$ cat config.mk
export PLATFORM = sky130hd
export DESIGN_NAME = ewf_lane
export DESIGN_NICKNAME = d
export VERILOG_FILES = /design/src/hw/rtl/ewf_pkg.sv /design/src/hw/rtl/ewf_lane.sv
export SDC_FILE = /design/constraint.sdc
export NUM_CORES = 1
export LEC_CHECK = 0
export BUFFER_PORTS_ARGS = -buffer_cell sky130_fd_sc_hd__buf_2
export CAP_MARGIN = 30
export CORE_MARGIN = 2
export CORE_UTILIZATION = 35
export DETAILED_ROUTE_END_ITERATION = 8
export GPL_TIMING_DRIVEN = 0
export MAX_ROUTING_LAYER = met4
export PLACE_DENSITY = 0.46
export SETUP_SLACK_MARGIN = 0.4
export SLEW_MARGIN = 20
export SYNTH_ARGS = -nofsm -noshare
export SYNTH_HDL_FRONTEND = slang
export SYNTH_SLANG_ARGS = --single-unit
$ cat constraint.sdc
create_clock -name clk -period 3.77 [get_ports clk]
set_clock_uncertainty 0.2 [all_clocks]
set_input_delay 0.5655 -clock clk [delete_from_list [all_inputs] [get_ports clk]]
set_output_delay 0.5655 -clock clk [all_outputs]
set_load 0.02 [all_outputs]
$ cat src/hw/rtl/ewf_pkg.sv
`default_nettype none

package ewf_pkg;

    localparam int CHANNELS   = 4;
    localparam int MAX_WINDOW = 4096;

    localparam int SMP_W   = 16;
    localparam int LEN_W   = 13;
    localparam int SQ_W    = 43;
    localparam int ABS_W   = 28;
    localparam int WL_W    = 28;
    localparam int RMS_W   = 16;
    localparam int MAV_W   = 16;
    localparam int STEP_W  = 6;

    localparam int DIV_STEPS  = SQ_W;
    localparam int SQRT_STEPS = (SQ_W + 1) / 2;

    localparam logic [LEN_W-1:0] RESET_WINDOW = LEN_W'(1000);
    localparam logic [LEN_W-1:0] MIN_LEN      = LEN_W'(2);
    localparam logic [LEN_W-1:0] MAX_LEN      = LEN_W'(MAX_WINDOW);

    typedef enum logic [2:0] {
        ST_IDLE,
        ST_ACC,
        ST_LOAD,
        ST_DIV,
        ST_SQRT,
        ST_DONE
    } ewf_state_t;

    typedef struct packed {
        logic capture;
        logic accum;
        logic first;
        logic div_start;
        logic div_step;
        logic sqrt_start;
        logic sqrt_step;
    } lane_ctrl_t;

endpackage

`default_nettype wire

$ cat src/hw/rtl/ewf_lane.sv
`default_nettype none

module ewf_lane
    import ewf_pkg::*;
(
    input  wire logic                    clk,
    input  wire logic                    rst_n,
    input  wire lane_ctrl_t              ctrl,
    input  wire logic signed [SMP_W-1:0] sample,
    input  wire logic [LEN_W-1:0]        len,
    output logic [RMS_W-1:0]             rms,
    output logic [MAV_W-1:0]             mav,
    output logic [WL_W-1:0]              wl
);

    localparam int AX_W   = SMP_W + 1;
    localparam int SQR_W  = 2 * SMP_W - 1;
    localparam int REM_W  = LEN_W + 1;
    localparam int RAD_W  = 2 * SQRT_STEPS;
    localparam int SREM_W = SQRT_STEPS + 2;

    // front stage
    logic [AX_W-1:0]        abs_val;
    logic [AX_W-1:0]        diff;
    logic [AX_W-1:0]        diff_abs;
    logic [2*AX_W-1:0]      prod;
    logic [AX_W-1:0]        abs_reg;
    logic [AX_W-1:0]        dabs_reg;
    logic [SQR_W-1:0]       sq_reg;
    logic signed [SMP_W-1:0] prev_reg;

    // accumulators
    logic [SQ_W-1:0]        sq_sum_reg;
    logic [ABS_W-1:0]       abs_sum_reg;
    logic [WL_W-1:0]        wl_sum_reg;

    // dividers and root
    logic [SQ_W-1:0]        sq_div_reg;
    logic [SQ_W-1:0]        abs_div_reg;
    logic [REM_W-1:0]       sq_rem_reg;
    logic [REM_W-1:0]       abs_rem_reg;
    logic [WL_W-1:0]        wl_out_reg;
    logic [REM_W-1:0]       sq_shift;
    logic [REM_W-1:0]       abs_shift;
    logic                   sq_qbit;
    logic                   abs_qbit;
    logic [RAD_W-1:0]       rad_reg;
    logic [SQRT_STEPS-1:0]  root_reg;
    logic [SREM_W-1:0]      srem_reg;
    logic [SREM_W+1:0]      srem_shift;
    logic [SREM_W+1:0]      trial;
    logic                   rbit;

    always_comb
    begin
        abs_val  = sample[SMP_W-1] ? (AX_W'(0) - {sample[SMP_W-1], sample})
                                   : {1'b0, sample};
        diff     = {sample[SMP_W-1], sample} - {prev_reg[SMP_W-1], prev_reg};
        diff_abs = diff[AX_W-1] ? (AX_W'(0) - diff) : diff;
        prod     = abs_val * abs_val;
    end

    always_comb
    begin
        sq_shift   = {sq_rem_reg[REM_W-2:0], sq_div_reg[SQ_W-1]};
        abs_shift  = {abs_rem_reg[REM_W-2:0], abs_div_reg[SQ_W-1]};
        sq_qbit    = (sq_shift >= {1'b0, len});
        abs_qbit   = (abs_shift >= {1'b0, len});
        srem_shift = {srem_reg, rad_reg[RAD_W-1:RAD_W-2]};
        trial      = {2'b00, root_reg, 2'b01};
        rbit       = (srem_shift >= trial);
    end

    always_ff @(posedge clk)
    begin
        if (ctrl.capture)
        begin
            abs_reg  <= abs_val;
            dabs_reg <= diff_abs;
            sq_reg   <= prod[SQR_W-1:0];
            prev_reg <= sample;
        end
    end

    always_ff @(posedge clk or negedge rst_n)
    begin
        if (!rst_n)
        begin
            sq_sum_reg  <= '0;
            abs_sum_reg <= '0;
            wl_sum_reg  <= '0;
        end
        else if (ctrl.div_start)
        begin
            sq_sum_reg  <= '0;
            abs_sum_reg <= '0;
            wl_sum_reg  <= '0;
        end
        else if (ctrl.accum)
        begin
            sq_sum_reg  <= sq_sum_reg + SQ_W'(sq_reg);
            abs_sum_reg <= abs_sum_reg + ABS_W'(abs_reg);
            if (!ctrl.first)
            begin
                wl_sum_reg <= wl_sum_reg + WL_W'(dabs_reg);
            end
        end
    end

    // one quotient bit per cycle for both divisions
    always_ff @(posedge clk)
    begin
        if (ctrl.div_start)
        begin
            sq_div_reg  <= sq_sum_reg;
            abs_div_reg <= SQ_W'(abs_sum_reg);
            sq_rem_reg  <= '0;
            abs_rem_reg <= '0;
            wl_out_reg  <= wl_sum_reg;
        end
        else if (ctrl.div_step)
        begin
            sq_div_reg  <= {sq_div_reg[SQ_W-2:0], sq_qbit};
            abs_div_reg <= {abs_div_reg[SQ_W-2:0], abs_qbit};
            sq_rem_reg  <= sq_qbit ? (sq_shift - {1'b0, len}) : sq_shift;
            abs_rem_reg <= abs_qbit ? (abs_shift - {1'b0, len}) : abs_shift;
        end
    end

    // two radicand bits per cycle
    always_ff @(posedge clk)
    begin
        if (ctrl.sqrt_start)
        begin
            rad_reg  <= RAD_W'(sq_div_reg);
            root_reg <= '0;
            srem_reg <= '0;
        end
        else if (ctrl.sqrt_step)
        begin
            rad_reg  <= {rad_reg[RAD_W-3:0], 2'b00};
            root_reg <= {root_reg[SQRT_STEPS-2:0], rbit};
            srem_reg <= rbit ? SREM_W'(srem_shift - trial) : SREM_W'(srem_shift);
        end
    end

    assign rms = root_reg[RMS_W-1:0];
    assign mav = abs_div_reg[MAV_W-1:0];
    assign wl  = wl_out_reg;

endmodule

`default_nettype wire
== Word level (Yosys, flattened, before mapping) ==
Cells that the tools add are included.

* Register bits: 410
* Output and inout port bits: 60
* Input bits: 38

* Multipliers: 1
* Mux-type cells: 18
* Reductions and logical operators: 4
* Eq/ne operators: 1
* Order comparisons: 3
* Add/sub/neg operators: 9

{| class="wikitable"
|+ Operator list
! operator !! number
|-
| $mux 43 || 6
|-
| $mux 28 || 7
|-
| $add 28x17->28 || 2
|-
| $add 43x31->43 || 1
|-
| $mul 17x17->31 || 1
|-
| $ge 14x13->1 || 2
|-
| $ge 26x24->1 || 1
|-
| $mux 13 || 2
|-
| $sub 13x13->13 || 2
|-
| $mux 24 || 1
|-
| $sub 24x24->24 || 1
|-
| $mux 17 || 1
|-
| $sub 1x16->17 const A || 1
|-
| $sub 1x17->17 const A || 1
|-
| $sub 16x16->17 || 1
|-
| $mux 16 || 1
|-
| $reduce_bool 2->1 || 3
|-
| $ne 2x2->1 const B || 1
|-
| $reduce_and 2->1 || 1
|}

== Logic depth before layout (Yosys ltp) ==
Gate-level depths: netlist of run 1.

* Depth in word-level cells: 4
* Mapped depth: 31
* Gate-level depth less buffers: 29

== Worst setup path after synthesis of run 1 ==
Ideal clock, no wire load.

* Path kind: input-to-reg
* Start point: input sample[8]
* End point: register sq_reg[27] (data pin)
* Cell stages on the path: 25
* Path slack: -4552 ps
* Required time: 3298 ps
* Library setup time: 272 ps
* Path buffers: 0
* Data arrival time: 7850 ps
* Cells stage by stage: or4_4 -> o41a_1 -> xnor2_1 -> clkinv_1 -> nand2_1 -> inv_1 -> fa_1 -> inv_1 -> fa_1 -> fa_1 -> inv_1 -> fa_1 -> fa_1 -> inv_1 -> fa_1 -> inv_1 -> ha_1 -> a21o_1 -> a2111oi_0 -> o31a_1 -> nor2_1 -> a221oi_1 -> a31oi_1 -> mux2i_1 -> or4_1

* Cells in the longest elaborated chain, start to end: 3

{| class="wikitable"
|+ Ends and longest elaborated chain
! element !! RTL line !! text
|-
| from (decl) || ewf_lane.sv:9 || <nowiki>input wire logic signed [SMP_W-1:0] sample,</nowiki>
|-
| $sub 1x16->17 || ewf_lane.sv:56 || <nowiki>abs_val = sample[SMP_W-1] ? (AX_W'(0) - {sample[SMP_W-1], sample})</nowiki>
|-
| $mux 17 || ewf_lane.sv:56 ||
|-
| net abs_val[11] || ewf_lane.sv:23 || <nowiki>logic [AX_W-1:0] abs_val;</nowiki>
|-
| $mul 17x17->31 || ewf_lane.sv:60 || <nowiki>prod = abs_val * abs_val;</nowiki>
|-
| net prod[27] || ewf_lane.sv:26 || <nowiki>logic [2*AX_W-1:0] prod;</nowiki>
|-
| to (signal assigned) || ewf_lane.sv:80 || <nowiki>sq_reg <= prod[SQR_W-1:0];</nowiki>
|-
| to (decl) || ewf_lane.sv:29 || <nowiki>logic [SQR_W-1:0] sq_reg;</nowiki>
|}

The timed path passes the listed nets, and every way through them passes these cells.
A chain may end at the register's enable or synchronous reset.

== Worst setup path in the final report of run 1 ==
* Start point: input sample[8]
* End point: register sq_reg[29] (data pin)

The elaborated chain is that of the path after synthesis.

==> run_results.csv, run 1 <==
group,metric,value,unit
setup_path,worstPathRequired,3.88,ns
route,drt_iter0_markers,1134,
placement,gp_congestion,0.856,
yosys,ys_seq_elements,407,
setup_path,r2r_cells,14,
sta,hold_viol_final,0,
yosys,synth.distinct_cells,94,
clocking,clock_latency,0.61,ns
yosys,syn_inst,2986,
sta,worst_pin_slew,0.981,ns
sta,whs,0.0421,ns
setup_path,startpoint,"sample[8]",
min_path,hp-class,"input pin to flip-flop",
clocking,cts_tree,"built",
layout,largest_reg_flops,44,
sta,finalCritPeriodShare,1.98,
die,die_area,90100,µm²
route,vias,22500,
clocking,cts_sinks,407,
layout,final_common_cell,"inv_1",
sta,finalSetupViolCount,26,
run,cap_violations,0,
clocking,htree_levels,2,
setup_path,end_kind,"flip-flop",
setup_path,cp-endpoint,"sq_reg[29]",
route,drt-pass1-iter-count,5,
clocking,path_clk_slew,0.06,ns
die,die_x,300,µm
clocking,clockBufferDepth,3,
clocking,numCtsBuffers,50,
placement,io_buffers,94,
setup_path,reg2reg_from,"abs_reg[0]",
setup_path,crit_type,"input pin to flip-flop",
die,pin_count,98,
yosys,syn_area,30700,µm²
yosys,syn_area_per_cell,10.3,µm²
sta,rsz0062_at_grt,"yes",
die,num_rows,108,
route,wl_per_cell,18.8,µm
global_routing,grt-ovfl-total,0,
global_routing,grt_pass1_vias,22800,
placement,hpwlAfterDp,63100,µm
sta,finalCriticalPeriod,7.46,ns
setup_path,crit_arrival,7.58,ns
global_routing,grt_pass1_wl,132000,µm
yosys,synth_edf_count,220,
layout,drive_gt1_frac,0.234,
yosys,synth_top_cell_by_area,"edfxtp_1",
sta,maxSlewHeadroom,0.346,
sta,fmax,0.134,GHz
placement,post-place-ws,-5.22,ns
clocking,clockRootBuffer,"clkbuf_16",
setup_path,reg2reg_slack,0.15,ns
yosys,synth_top_area_frac,0.215,
global_routing,grt_max_degree,70,
setup_path,r2r_end,"dabs_reg[5]",
placement,place_area,33400,µm²
layout,area_growth,23.9,%
yosys,ys.flop_type,"edfxtp_1",
layout,layout_common_cells,"372 x inv_1, 246 x nor2_1, 220 x edfxtp_1",
route,avgViaCountPerCell,4.99,
sta,fin_ws,-3.69,ns
setup_path,start_kind,"input pin",
global_routing,gr-usage-all-layers,0.191,
yosys,synth.area.top_cells,"edfxtp_1 22%, fa_1 13%, ha_1 9.2%",
route,drcViolationCount,0,
layout,final_util,0.437,
route,ant_nets,0,
yosys,ys_seq_area_frac,0.353,
route,wl,84700,µm
global_routing,antenna_found_initial,1,
layout,fin_area,38000,µm²
layout,fin_nets,3768,
die,die_height,300,µm
die,design.core.area,86900,µm²
die,initial_core_util,0.353,
outcome,outcome,"finished, violations left",
yosys,synthArstFlopShare,0.243,
yosys,yosysWarnings,0,
sta,slew_viol_final,0,
setup_path,crit_path_max_fanout,6,
outcome,violations,"setup timing",
layout,diodes,0,
layout,nFillCells,8328,
==> final cells by class <==
class,count,area [µm²],share of cell area
Sequential cell,407,10800,0.285
Tap cell,1155,1450,0.0380
Multi-Input combinational cell,2074,19600,0.515
Clock buffer,66,1410,0.0372
Clock inverter,27,268,0.00705
Inverter,404,1560,0.0411
Buffer,134,913,0.0240
Timing Repair inverter,1,8.76,0.000230
Timing Repair Buffer,236,1960,0.0515
==> through the flow <==
step,TNS (ns),std cells
2_1_floorplan,-75.08,3019
3_3_place_gp,-217.38,4268
3_5_place_dp,-124.03,4275
4_1_cts,-68.45,4454
5_1_grt,-73.49,4504
6_report,-69.07,4504
==> cell families (layout without fill, tap and decap cells) <==
logic type,after synthesis,in the layout,share of synthesized area
adder cells (fa/ha/maj),422,422,0.220
buffers and inverters,538,868,0.0707
AO/OA/AOI/OAI,517,517,0.120
other,2,35,0.000245
flip-flops,407,407,0.353
multiplexers,219,219,0.0761
XOR/XNOR,167,167,0.0477
AND/OR/NAND/NOR,714,714,0.112
==> Yosys cell counts (17+ instances only) <==
cell and count:
nand3_1 34, xor2_1 59, clkbuf_1 82, and3_1 19
ha_1 225, nand4_1 19, a21oi_1 123, nor2_1 259
or3_1 17, a211oi_1 59, fa_1 197, inv_1 401
o31ai_1 17, nand2_1 186, xnor2_1 108, nor3_1 39
nor2b_1 26, o21a_1 19, a22o_1 18, dfrtp_1 99
nand2b_1 27, mux2i_1 104, mux2_2 114, edfxtp_1 220
buf_4 32, a21o_1 62, o21ai_0 71, dfxtp_1 88
==> critical path: stages <==
cell and delay, ns:
buf_8 0.10, or4_4 0.55, or4_4 0.47, o41a_1 0.48, xnor2_4 0.32, buf_8 0.21, inv_12 0.05, nand2_4 0.06
fa_1 0.44, fa_1 0.52, fa_1 0.50, inv_1 0.05, fa_1 0.46, fa_1 0.49, inv_1 0.05, fa_1 0.51
inv_2 0.05, ha_4 0.21, o21ai_0 0.09, nor2b_1 0.29, nor2_4 0.08, a221oi_4 0.35, a31oi_4 0.14, buf_6 0.14
a311oi_2 0.26, xnor2_1 0.12
==> worst min-delay path by stage <==
stage / from / end / slack, ns / depth (start not counted)
CTS: sample[1] / prev_reg[1] / 0.05 / 1
detailed placement: wl_sum_reg[0] / wl[0] / 0.27 / 0
global placement: abs_div_reg[35] / abs_div_reg[35] / 0.27 / 2
finish: sample[2] / prev_reg[2] / 0.04 / 1
global route: sample[2] / prev_reg[2] / 0.02 / 1
floorplan: rst_n / abs_sum_reg[0] / 0.07 / 0
==> routing by layer <==
layer | global-route usage | part of all wire | up-vias
met5 | - | 0 | -
met4 | 0.0569 | 0.030 | 0
met3 | 0.0184 | 0.032 | 126
met2 | 0.298 | 0.46 | 382
met1 | 0.265 | 0.48 | 11100
li1 | - | - | 10900
==> what timing repair did <==
item                                    CTS  global route
buffers inserted                         80            48
pin swaps                               115           112
cloned                                    3             2
hold buffers                              3             0
endpoints found under the setup margin  120           156
resized for setup                       239           143
endpoints found under the hold margin    32             0
Power of run 1 is not shown: default switching activity piles up to over one toggle a cycle in this logic, so the estimate is an artifact.
==> run 2: changes to the inputs <==
Settings changed: MAX_ROUTING_LAYER met4 to not set.
==> run_results.csv, run 2 (synthesized netlist as in run 1, its figures left out) <==
group,metric,value,unit
outcome,outcome,"finished, violations left",
outcome,violations,"setup timing",
sta,whs,0.0707,ns
global_routing,grt_pass1_vias,23200,
setup_path,reg2reg_from,"abs_reg[0]",
route,drcViolationCount,0,
setup_path,cp_common_cell,"fa_1",
setup_path,crit_type,"input pin to flip-flop",
setup_path,worstPathRequired,3.88,ns
global_routing,antenna_found_initial,0,
global_routing,grt_use_met1,0.265,
sta,rsz0062_at_grt,"yes",
route,drt-pass1-iter-count,5,
sta,fin_ws,-3.87,ns
die,initial_core_util,0.353,
global_routing,grt_use_met2,0.298,
layout,largest_reg_flops,44,
layout,drive_gt1_frac,0.240,
clocking,clockRootBuffer,"clkbuf_16",
placement,gp_congestion,0.841,
sta,finalSetupViolCount,36,
layout,area_growth,24.3,%
die,die_height,300,µm
global_routing,grt_pass1_wl,133000,µm
clocking,htree_levels,2,
setup_path,reg2reg_slack,0.09,ns
die,num_rows,108,
sta,slew_viol_final,0,
clocking,cts_sinks,407,
route,wl_per_cell,18.7,µm
die,design.core.area,86900,µm²
route,vias,22600,
setup_path,crit_path_max_fanout,4,
setup_path,cpMaxStageDelayCell,"fa_1",
layout,fin_area,38100,µm²
clocking,numCtsBuffers,50,
clocking,clockBufferDepth,3,
min_path,min_from,"sample[6]",
run,cap_violations,0,
sta,hold_viol_final,0,
setup_path,end_kind,"flip-flop",
placement,place_area,33400,µm²
clocking,clock_latency,0.62,ns
global_routing,met3_usage,0.0179,
route,drt_iter0_markers,997,
layout,final_common_cell,"inv_1",
die,die_x,300,µm
sta,finalCriticalPeriod,7.64,ns
setup_path,crit_buf_inv,7,
sta,finalCritPeriodShare,2.03,
layout,final_util,0.439,
route,wl,84700,µm
placement,hpwlAfterDp,63200,µm
global_routing,top_usage_layer,"met2",
clocking,path_clk_slew,0.06,ns
setup_path,critPathTopFamily,"adder cells",
setup_path,r2r_end,"sq_sum_reg[38]",
global_routing,grt-ovfl-total,0,
setup_path,cpPeakStageDelay,0.58,ns
clocking,cts_tree,"built",
global_routing,gr-usage-all-layers,0.186,
setup_path,crit_arrival,7.75,ns
setup_path,startpoint,"sample[8]",
min_path,hold_path_depth,1,
min_path,holdPathEnd,"prev_reg[6]",
sta,worst_pin_slew,0.959,ns
setup_path,r2r_cells,15,
die,die_area,90100,µm²
placement,io_buffers,94,
layout,layout_common_cells,"370 x inv_1, 241 x nor2_1, 220 x edfxtp_1",
die,pin_count,98,
sta,maxSlewHeadroom,0.361,
min_path,hp-class,"input pin to flip-flop",
route,avgViaCountPerCell,4.98,
route,ant_nets,0,
sta,fmax,0.131,GHz
layout,fin_nets,3790,
global_routing,grt_max_degree,64,
setup_path,start_kind,"input pin",
==> run 2: cell count changes in the layout (fill, tap and decap cells not counted), moves of 4 or more <==
cell | previous run | this run
ha_1 | 192 | 197
buf_12 | 12 | 8
nor2_1 | 246 | 241
nand2_2 | 11 | 15
buf_8 | 8 | 4
inv_4 | 3 | 7
o21ai_0 | 47 | 51
buf_6 | 36 | 50
buf_4 | 129 | 147
nand2_4 | 17 | 10
ha_4 | 32 | 25
nor2_4 | 7 | 12
==> run 2: timing repair <==
action                                 4_1_cts  5_1_grt
pin swaps                                  110      124
gates resized for setup                    236      170
endpoints found under the hold margin       39        2
buffers inserted                            75       73
setup endpoints to repair                  117      111
gates cloned                                 2        2
hold buffers                                 4        2
==> run 2: area by class of cell <==
cell class	count	area [µm²]
antenna	1	2.50
buffer	134	891
clock buffer	64	1360
clock inverter	30	307
fill	8267	48800
inverter	404	1560
multi-input combinational	2074	19600
sequential	407	10800
tap	1155	1450
timing repair buffer	259	2110
==> run 2: through the flow <==
step / TNS [ns] / setup WS (ns) / cells
floorplan: -75.08 / -3.97 / 3019
global placement: -215.12 / -5.31 / 4268
detailed placement: -122.38 / -5.30 / 4275
CTS: -68.93 / -3.89 / 4450
global route: -77.36 / -4.02 / 4527
finish: -71.58 / -3.87 / 4528
==> run 2: worst max path at each step <==
stage	endpoint	slack [ns]	cells past startpoint
after floorplan	sq_reg[27]	-3.97	25
after global placement	sq_reg[27]	-5.31	29
after detailed placement	sq_reg[27]	-5.30	25
after CTS	sq_reg[27]	-3.89	25
after global routing	sq_reg[27]	-4.02	27
final	sq_reg[27]	-3.87	25
==> run 2: per-layer routing <==
layer,vias to the layer above,routed length (µm)
li1,10900,-
met3,133,2500
met1,11100,40900
met5,-,0
met2,372,38600
met4,0,2700
Power of run 2 is left out for the same reason.
